`config.mk`:
```
export PLATFORM = sky130hd
export DESIGN_NAME = gsts_ctrl
export DESIGN_NICKNAME = d
export VERILOG_FILES = /design/src/grouped_sorted_table_binary_search_defines.svh /design/src/gsts_pkg.sv /design/src/gsts_ctrl.sv
export SDC_FILE = /design/constraint.sdc
export NUM_CORES = 1
export LEC_CHECK = 0
export BUFFER_PORTS_ARGS = -buffer_cell sky130_fd_sc_hd__clkbuf_2
export CORE_AREA = 2 2 39 41
export DETAILED_ROUTE_END_ITERATION = 12
export DIE_AREA = 0 0 41 43
export SLEW_MARGIN = 10
export SYNTH_ARGS = -nofsm -noshare
export SYNTH_HDL_FRONTEND = slang
export SYNTH_SLANG_ARGS = --single-unit
```
`constraint.sdc`:
```
create_clock -name clk -period 2.1 [get_ports clk]
set_clock_uncertainty 0.2 [all_clocks]
set_input_delay 0.21 -clock clk [delete_from_list [all_inputs] [get_ports clk]]
set_output_delay 0.21 -clock clk [all_outputs]
set_load 0.01 [all_outputs]
```
`src/grouped_sorted_table_binary_search_defines.svh`:
```
// assertion macros for the block's datapath module
`ifndef GROUPED_SORTED_TABLE_BINARY_SEARCH_DEFINES_SVH
`define GROUPED_SORTED_TABLE_BINARY_SEARCH_DEFINES_SVH

// same-cycle implication, sampled on clk, off while rst is high
`define GSTS_ASSERT_NOW(label, ante, cons, msg) \
  label: assert property (@(posedge clk) disable iff (rst) (ante) |-> (cons)) else $error(msg);

// next-cycle implication, sampled on clk, off while rst is high
`define GSTS_ASSERT_NEXT(label, ante, cons, msg) \
  label: assert property (@(posedge clk) disable iff (rst) (ante) |=> (cons)) else $error(msg);

`endif

```
`src/gsts_pkg.sv`:
```
// shared types, constants and key normalization for the sorted table search
package gsts_pkg;

  localparam int unsigned TableDepthDefault = 1024;
  localparam int unsigned KeyBytesDefault   = 8;

  localparam int unsigned TEXT_W = 64;
  localparam int unsigned GS_W   = 5;
  localparam int unsigned POS_W  = 4;

  localparam logic [GS_W-1:0] GS_RESET = 5'd4;
  localparam logic [GS_W-1:0] GS_MIN   = 5'd1;
  localparam logic [GS_W-1:0] GS_MAX   = 5'd16;

  localparam logic MODE_LOAD   = 1'b0;
  localparam logic MODE_SEARCH = 1'b1;

  typedef enum logic [1:0] {
    ST_IDLE,
    ST_PROBE,
    ST_COMPARE
  } state_t;

  typedef struct packed {
    logic load;
    logic set_label;
    logic start;
    logic advance;
    logic probe;
    logic step;
    logic emit;
  } cmd_t;

  typedef struct packed {
    logic mode;
    logic pos_zero;
    logic count_zero;
    logic key_eq;
    logic range_done;
    logic out_free;
  } status_t;

  // clear every byte from the first zero byte down, keep the top kb bytes
  function automatic logic [TEXT_W-1:0] normalize(input logic [TEXT_W-1:0] t, input int kb);
    logic [TEXT_W-1:0] r;
    logic run;
    r   = '0;
    run = 1'b1;
    for (int b = 7; b >= 0; b--) begin
      if (t[8*b +: 8] == 8'h00) begin
        run = 1'b0;
      end
      if (run && (b >= 8 - kb)) begin
        r[8*b +: 8] = t[8*b +: 8];
      end
    end
    return r;
  endfunction

endpackage

```
`src/gsts_ctrl.sv`:
```
// control state machine: request intake, probe sequencing, result hand-off
module gsts_ctrl (
  input  logic              clk,
  input  logic              rst,
  input  logic              s_tvalid,
  output logic              s_tready,
  input  gsts_pkg::status_t status,
  output gsts_pkg::cmd_t    cmd
);

  gsts_pkg::state_t state;
  gsts_pkg::state_t state_next;

  always_ff @(posedge clk) begin
    if (rst) begin
      state <= gsts_pkg::ST_IDLE;
    end else begin
      state <= state_next;
    end
  end

  always_comb begin
    cmd        = '0;
    s_tready   = 1'b0;
    state_next = state;
    unique case (state)
      gsts_pkg::ST_IDLE: begin
        // no intake while reset is held
        s_tready = !rst;
        if (s_tvalid && !rst) begin
          if (status.mode == gsts_pkg::MODE_LOAD) begin
            cmd.load = 1'b1;
          end else begin
            cmd.advance = 1'b1;
            if (status.pos_zero) begin
              cmd.set_label = 1'b1;
            end else if (!status.count_zero) begin
              cmd.start  = 1'b1;
              state_next = gsts_pkg::ST_PROBE;
            end
          end
        end
      end
      gsts_pkg::ST_PROBE: begin
        cmd.probe  = 1'b1;
        state_next = gsts_pkg::ST_COMPARE;
      end
      gsts_pkg::ST_COMPARE: begin
        if (status.key_eq) begin
          // hold the hit until the output register can take it
          if (status.out_free) begin
            cmd.emit   = 1'b1;
            state_next = gsts_pkg::ST_IDLE;
          end
        end else begin
          cmd.step = 1'b1;
          if (status.range_done) begin
            state_next = gsts_pkg::ST_IDLE;
          end
        end
      end
      default: begin
        state_next = gsts_pkg::ST_IDLE;
      end
    endcase
  end

endmodule

```
==> results.sh, run 1 <==
export IMPL_status="finished clean"
export IMPL_coreArea_sq_um=1380
export IMPL_syn_nets=29
export IMPL_cp_num_buf_inv=1
export IMPL_register_area_sq_um=40.0
export IMPL_synth_compound_area_share_pct=10.2
export IMPL_hold_viol_final=0
export IMPL_tritoncts_num_buffers=3
export IMPL_cp_top_family="simple AND/OR/NAND/NOR gates"
export IMPL_area_growth_pct=84.4
export IMPL_finalCritPeriodShare_pct=93.1
export IMPL_start_util_pct=11.6
export IMPL_critPathSlowestCell="or4b_4"
export IMPL_overflow=0
export IMPL_synth_xor_area_share_pct=0
export IMPL_die_w_um=41
export IMPL_drive_gt1_share_pct=50.0
export IMPL_synth_fa_ha_area_share_pct=0
export IMPL_grt_pass1_wl_um=683
export IMPL_synth_cell_types=15
export IMPL_tritoncts="done"
export IMPL_worstSetupEndpointType="primary output"
export IMPL_cp_depth=3
export IMPL_clock_path_buffers=2
export IMPL_seqPwrFrac_pct=25.7
export IMPL_muxShareOfSynthArea_pct=0
export IMPL_ant_nets=0
export IMPL_via_per_inst=3.98
export IMPL_dr_first_iter_drc_count=0
export IMPL_clk_latency_ns=0.22
export IMPL_reg2reg_to="state[0]$_SDFFE_PP0P_"
export IMPL_drtPass1Iterations=1
export IMPL_synth_yosys_seq_area_share_pct=25.0
export IMPL_cp_required_ns=1.69
export IMPL_r2r_start="state[1]$_SDFFE_PP0P_"
export IMPL_finalPower_uw=154
export IMPL_drt_total_wl_um=494
export IMPL_multi_input_area_sq_um=109
export IMPL_regMostFlops="state"
export IMPL_yosys_area_share_simple_pct=57.8
export IMPL_gp_congestion=0.590
export IMPL_synth_top_family_by_area="simple AND/OR/NAND/NOR gates"
export IMPL_root_buffer="clkbuf_4"
export IMPL_cts_resized=0
export IMPL_grt_max_degree=6
export IMPL_worstPathArrival_ns=1.54
export IMPL_yosysWarnings=0
export IMPL_cp_max_fo=5
export IMPL_holdWs_ns=0.0654
export IMPL_syn_area_per_cell_sq_um=8.01
export IMPL_critPathKind="flip-flop to primary output"
export IMPL_critical_path_cell_chain="or4b_4 > nor4b_1 > clkbuf_2"
export IMPL_finalWorstPathRequiredPeriod_ns=1.95
export IMPL_finalCoreUtilization_pct=21.3
export IMPL_antenna_found_initial=0
export IMPL_grt_pass1_vias=177
export IMPL_intPower_uw=118
export IMPL_final_common_cell="clkbuf_2"
export IMPL_h_tree_depth=1
export IMPL_path_clk_slew_ns=0.03
export IMPL_reg2regPathDepth=3
export IMPL_hold_class="input pin to flip-flop"
export IMPL_ys_seq_elements=2
export IMPL_largest_registers="state: 2 flops"
export IMPL_vias=223
export IMPL_clock_power_share_pct=55.4
export IMPL_power_switching_uw=36.2
export IMPL_critPathMaxStageDelay_ns=0.56
export IMPL_netlist_area_sq_um=160
export IMPL_fillers=168
export IMPL_rsz0062_at_grt="no"
export IMPL_relSlewSlack_pct=79.6
export IMPL_start_kind="flip-flop"
export IMPL_wl_per_cell_um=8.82
export IMPL_startpoint="state[1]$_SDFFE_PP0P_"
export IMPL_setup_ws_ns=0.146
export IMPL_fmaxAchievable_ghz=0.512
export IMPL_dpl_worst_slack_ns=0.368
export IMPL_reg2reg_setup_slack_ns=0.16
export IMPL_io_pins=17
export IMPL_timing_final_max_slew_violations=0
export IMPL_drc=0
export IMPL_clkSinkCount=2
export IMPL_fp_row_count=14
export IMPL_max_cap_violations=0
export IMPL_synthCells=20
export IMPL_netSwitchingFraction_pct=23.5
export IMPL_power_frac_comb_pct=18.8
export IMPL_final_net_count=51
export IMPL_largest_reg_flops=2
export IMPL_tightest_slew_ns=0.302
export IMPL_dieArea_sq_um=1760
export IMPL_setup_viol=0
export IMPL_ir_drop_mv=0.217
export IMPL_final_cell_mix="clkbuf_2 (16), nor2_1 (3), nor4b_1 (3), clkbuf_4 (3)"
export IMPL_antenna_cells=0
export IMPL_cellPowerDensity_nw_per_um2=522
export IMPL_endpoint="cmd[4]"
export IMPL_p_leak_uw=0.000159
export IMPL_die_height_um=43
export IMPL_grt_use_total_pct=6.61
export IMPL_portBuffers=16
export IMPL_tns_ns=0
## through the flow
stage | std cells | instance area, sq um
2_1_floorplan | 20 | 160
3_3_place_gp | 51 | 253
3_5_place_dp | 51 | 253
4_1_cts | 56 | 295
5_1_grt | 56 | 295
6_report | 56 | 295
## worst min path at each step
stage,depth (start not counted),end,from,slack (ns)
floorplan,1,state[0]$_SDFFE_PP0P_,status[4],0.09
global placement,2,state[0]$_SDFFE_PP0P_,status[3],0.20
detailed placement,2,state[0]$_SDFFE_PP0P_,status[3],0.20
CTS,2,state[1]$_SDFFE_PP0P_,rst,0.06
global route,2,state[1]$_SDFFE_PP0P_,rst,0.09
finish,2,state[1]$_SDFFE_PP0P_,rst,0.07
## cells by family after synthesis
group | count (synthesis)
flip-flops | 2
buffers and inverters | 2
AO/OA/AOI/OAI | 2
AND/OR/NAND/NOR | 14
## timing repair
action	CTS	global route
buffers inserted	0	0
hold buffers	2	0
endpoints found under the hold margin	1	0
## layer usage
metal	GRT usage, %	vias to the layer above	routed length, um
met5	0	-	0
met1	5.73	98	211
met2	9.38	12	222
met4	6.00	0	0
li1	-	113	-
met3	4.71	0	61
## power groups by stage
| stage | Combinational [uW] | Sequential (uW) | Clock [uW] |
|---|---|---|---|
| 4_1_cts | 29.3 | 39.6 | 89.7 |
| 2_1_floorplan | 12.1 | 40.0 | 0 |
| 6_report | 29.0 | 39.6 | 85.4 |
| 5_1_grt | 32.1 | 39.7 | 96.2 |
| 3_5_place_dp | 27.3 | 40.1 | 0 |
| 3_3_place_gp | 27.0 | 40.0 | 0 |
## synth_stat cells
cell | number | share of area, %
a21o_1 | 1 | 4.7
and2_1 | 1 | 3.9
and3_1 | 1 | 3.9
buf_4 | 1 | 4.7
dfxtp_1 | 2 | 25
inv_1 | 1 | 2.3
nand2_1 | 1 | 2.3
nand2b_1 | 1 | 3.9
nor2_1 | 3 | 7.0
nor2b_1 | 1 | 3.9
nor3_1 | 1 | 3.1
nor4b_1 | 3 | 16
o32ai_1 | 1 | 5.5
or2b_1 | 1 | 4.7
or4b_4 | 1 | 8.6
## area by class of cell
cell class / instances / share of cell area [%]
multi-input combinational: 16 / 36.9
timing repair buffer: 18 / 33.9
sequential: 2 / 13.6
clock buffer: 3 / 7.63
tap: 16 / 6.78
inverter: 1 / 1.27
## worst register-to-register path, cell delays in order (launching register included)
cell and delay, ns:
dfxtp_1 0.32, or4b_4 0.56, nor4b_1 0.23, dlygate4sd3_1 0.57
(Power assumes the default switching activity.)
==> run 2: changes to the inputs <==
==> constraint.sdc (replaced) <==
create_clock -name clk -period 2.1 [get_ports clk]
set_clock_uncertainty 0.2 [all_clocks]
set_input_delay 0.21 -clock clk [delete_from_list [all_inputs] [get_ports clk]]
set_output_delay 0.21 -clock clk [all_outputs]
set_load 0.05 [all_outputs]
==> run 2 against run 1 <==
Against the previous run: total power increased by 7.9%; via count down 1.8%; routed wire length fell by 8.9%; sequential cell count is the same; die area unchanged; final cell count fell by 3.6%; hold slack worse by 0.051 ns; global-route usage increased by 0.20 points.
==> results.sh, run 2 (synthesis results as in run 1) <==
export IMPL_status="finished clean"
export IMPL_regMostFlops="state"
export IMPL_rsz0062_at_grt="no"
export IMPL_wl_per_cell_um=8.33
export IMPL_grt_pass1_vias=197
export IMPL_timing_final_max_slew_violations=0
export IMPL_final_cell_mix="clkbuf_2 (15), clkbuf_4 (4), nor2_1 (3), nor4b_1 (2), dfxtp_1 (2)"
export IMPL_fin_area_sq_um=293
export IMPL_finalCritPeriodShare_pct=96.1
export IMPL_hold_buffers=0
export IMPL_relSlewSlack_pct=77.8
export IMPL_start_util_pct=11.6
export IMPL_dpl_worst_slack_ns=0.274
export IMPL_clkSinkCount=2
export IMPL_h_tree_depth=1
export IMPL_antenna_cells=0
export IMPL_dp_hpwl_um=383
export IMPL_grt_pass1_wl_um=738
export IMPL_critPathMaxStageDelay_ns=0.57
export IMPL_vias=219
export IMPL_max_cap_violations=0
export IMPL_root_buffer="clkbuf_4"
export IMPL_setup_ws_ns=0.0820
export IMPL_dr_first_iter_drc_count=7
export IMPL_critPathSlowestCell="or4b_4"
export IMPL_tns_ns=0
export IMPL_largest_registers="state: 2 flops"
export IMPL_critical_path_cell_chain="or4b_4 > nor4b_4 > clkbuf_4"
export IMPL_ir_drop_mv=0.188
export IMPL_die_height_um=43
export IMPL_final_cells=54
export IMPL_ant_nets=0
export IMPL_io_pins=17
export IMPL_final_net_count=49
export IMPL_cellPowerDensity_nw_per_um2=568
export IMPL_tritoncts="done"
export IMPL_worstPathArrival_ns=1.61
export IMPL_placed_area_sq_um=268
export IMPL_hold_class="input pin to flip-flop"
export IMPL_final_common_cell="clkbuf_2"
export IMPL_grt_max_degree=6
export IMPL_coreArea_sq_um=1380
export IMPL_die_w_um=41
export IMPL_critPathKind="flip-flop to primary output"
export IMPL_p_leak_uw=0.000155
export IMPL_seqPwrFrac_pct=23.8
export IMPL_tightest_slew_ns=0.328
export IMPL_power_frac_comb_pct=25.6
export IMPL_area_growth_pct=82.8
export IMPL_cp_required_ns=1.69
export IMPL_gp_congestion=0.616
export IMPL_drt_total_wl_um=450
export IMPL_start_kind="flip-flop"
export IMPL_antenna_found_initial=0
export IMPL_clock_power_share_pct=50.5
export IMPL_grt_use_total_pct=6.81
export IMPL_overflow=0
export IMPL_drc=0
export IMPL_netSwitchingFraction_pct=29.5
export IMPL_worstSetupEndpointType="primary output"
export IMPL_fp_row_count=14
export IMPL_hold_viol_final=0
export IMPL_dieArea_sq_um=1760
export IMPL_drtPass1Iterations=2
export IMPL_clk_latency_ns=0.22
export IMPL_portBuffers=16
export IMPL_clock_path_buffers=2
export IMPL_intPower_uw=117
export IMPL_largest_reg_flops=2
export IMPL_drive_gt1_share_pct=55.3
export IMPL_dp_cells=51
export IMPL_tritoncts_num_buffers=3
export IMPL_path_clk_slew_ns=0.03
export IMPL_via_per_inst=4.06
export IMPL_power_switching_uw=49.0
export IMPL_finalWorstPathRequiredPeriod_ns=2.02
export IMPL_setup_viol=0
export IMPL_cp_max_fo=5
export IMPL_fmaxAchievable_ghz=0.496
[run 2: path summary, 6_finish.rpt]
path,slack [ns],startpoint,cells past startpoint,endpoint
max,0.08,state[1]$_SDFFE_PP0P_,3,cmd[4]
max reg2reg,0.63,state[1]$_SDFFE_PP0P_,2,state[0]$_SDFFE_PP0P_
min reg2reg,0.36,state[0]$_SDFFE_PP0P_,2,state[1]$_SDFFE_PP0P_
min,0.01,status[3],2,state[0]$_SDFFE_PP0P_
[run 2: final cells by class]
class	instances	area, sq um
well taps	16	20.0
flip-flops and latches	2	40.0
clock buffers	3	22.5
fillers	154	1090
inverters	1	3.75
multi-input cells	16	124
repair buffers	16	82.6
[run 2: stage by stage]
step	power, uW	util (%)	hold slack, ns
2_1_floorplan	66.7	-	0.0867
3_3_place_gp	82.9	19.3	0.238
3_5_place_dp	83.1	19.3	0.244
4_1_cts	173	21.0	0.00601
5_1_grt	183	21.2	0.0101
6_report	166	21.2	0.0147
[run 2: layer usage]
metal  wire length, um  part of all wire [%]  track usage, %  vias up
li1                  -                     -               -      110
met4                 0                     0            6.00        0
met5                 0                     0               0        -
met2               201                    45            8.44       12
met3                53                    12            4.71        0
met1               195                    43            7.32       97
[run 2: worst max-delay path, delay by kind of cell, from the launching register on]
kind	cells	cell delay (ns)
AND/OR/NAND/NOR	2	0.79
flip-flops	1	0.32
buffers and inverters	1	0.27
[run 2: what timing repair did]
action	4_1_cts	5_1_grt
endpoints found under the setup margin	0	1
resized for setup	0	2
setup buffers	0	0
[run 2: power groups by stage]
stage                     clock network (uW)  logic (uW)  registers, uW
after CTS                               90.3        43.2           39.6
final                                   84.0        42.6           39.6
after global routing                    97.3        46.1           39.7
after detailed placement                   0        43.0           40.1
after floorplan                            0        26.7           40.0
after global placement                     0        42.8           40.0
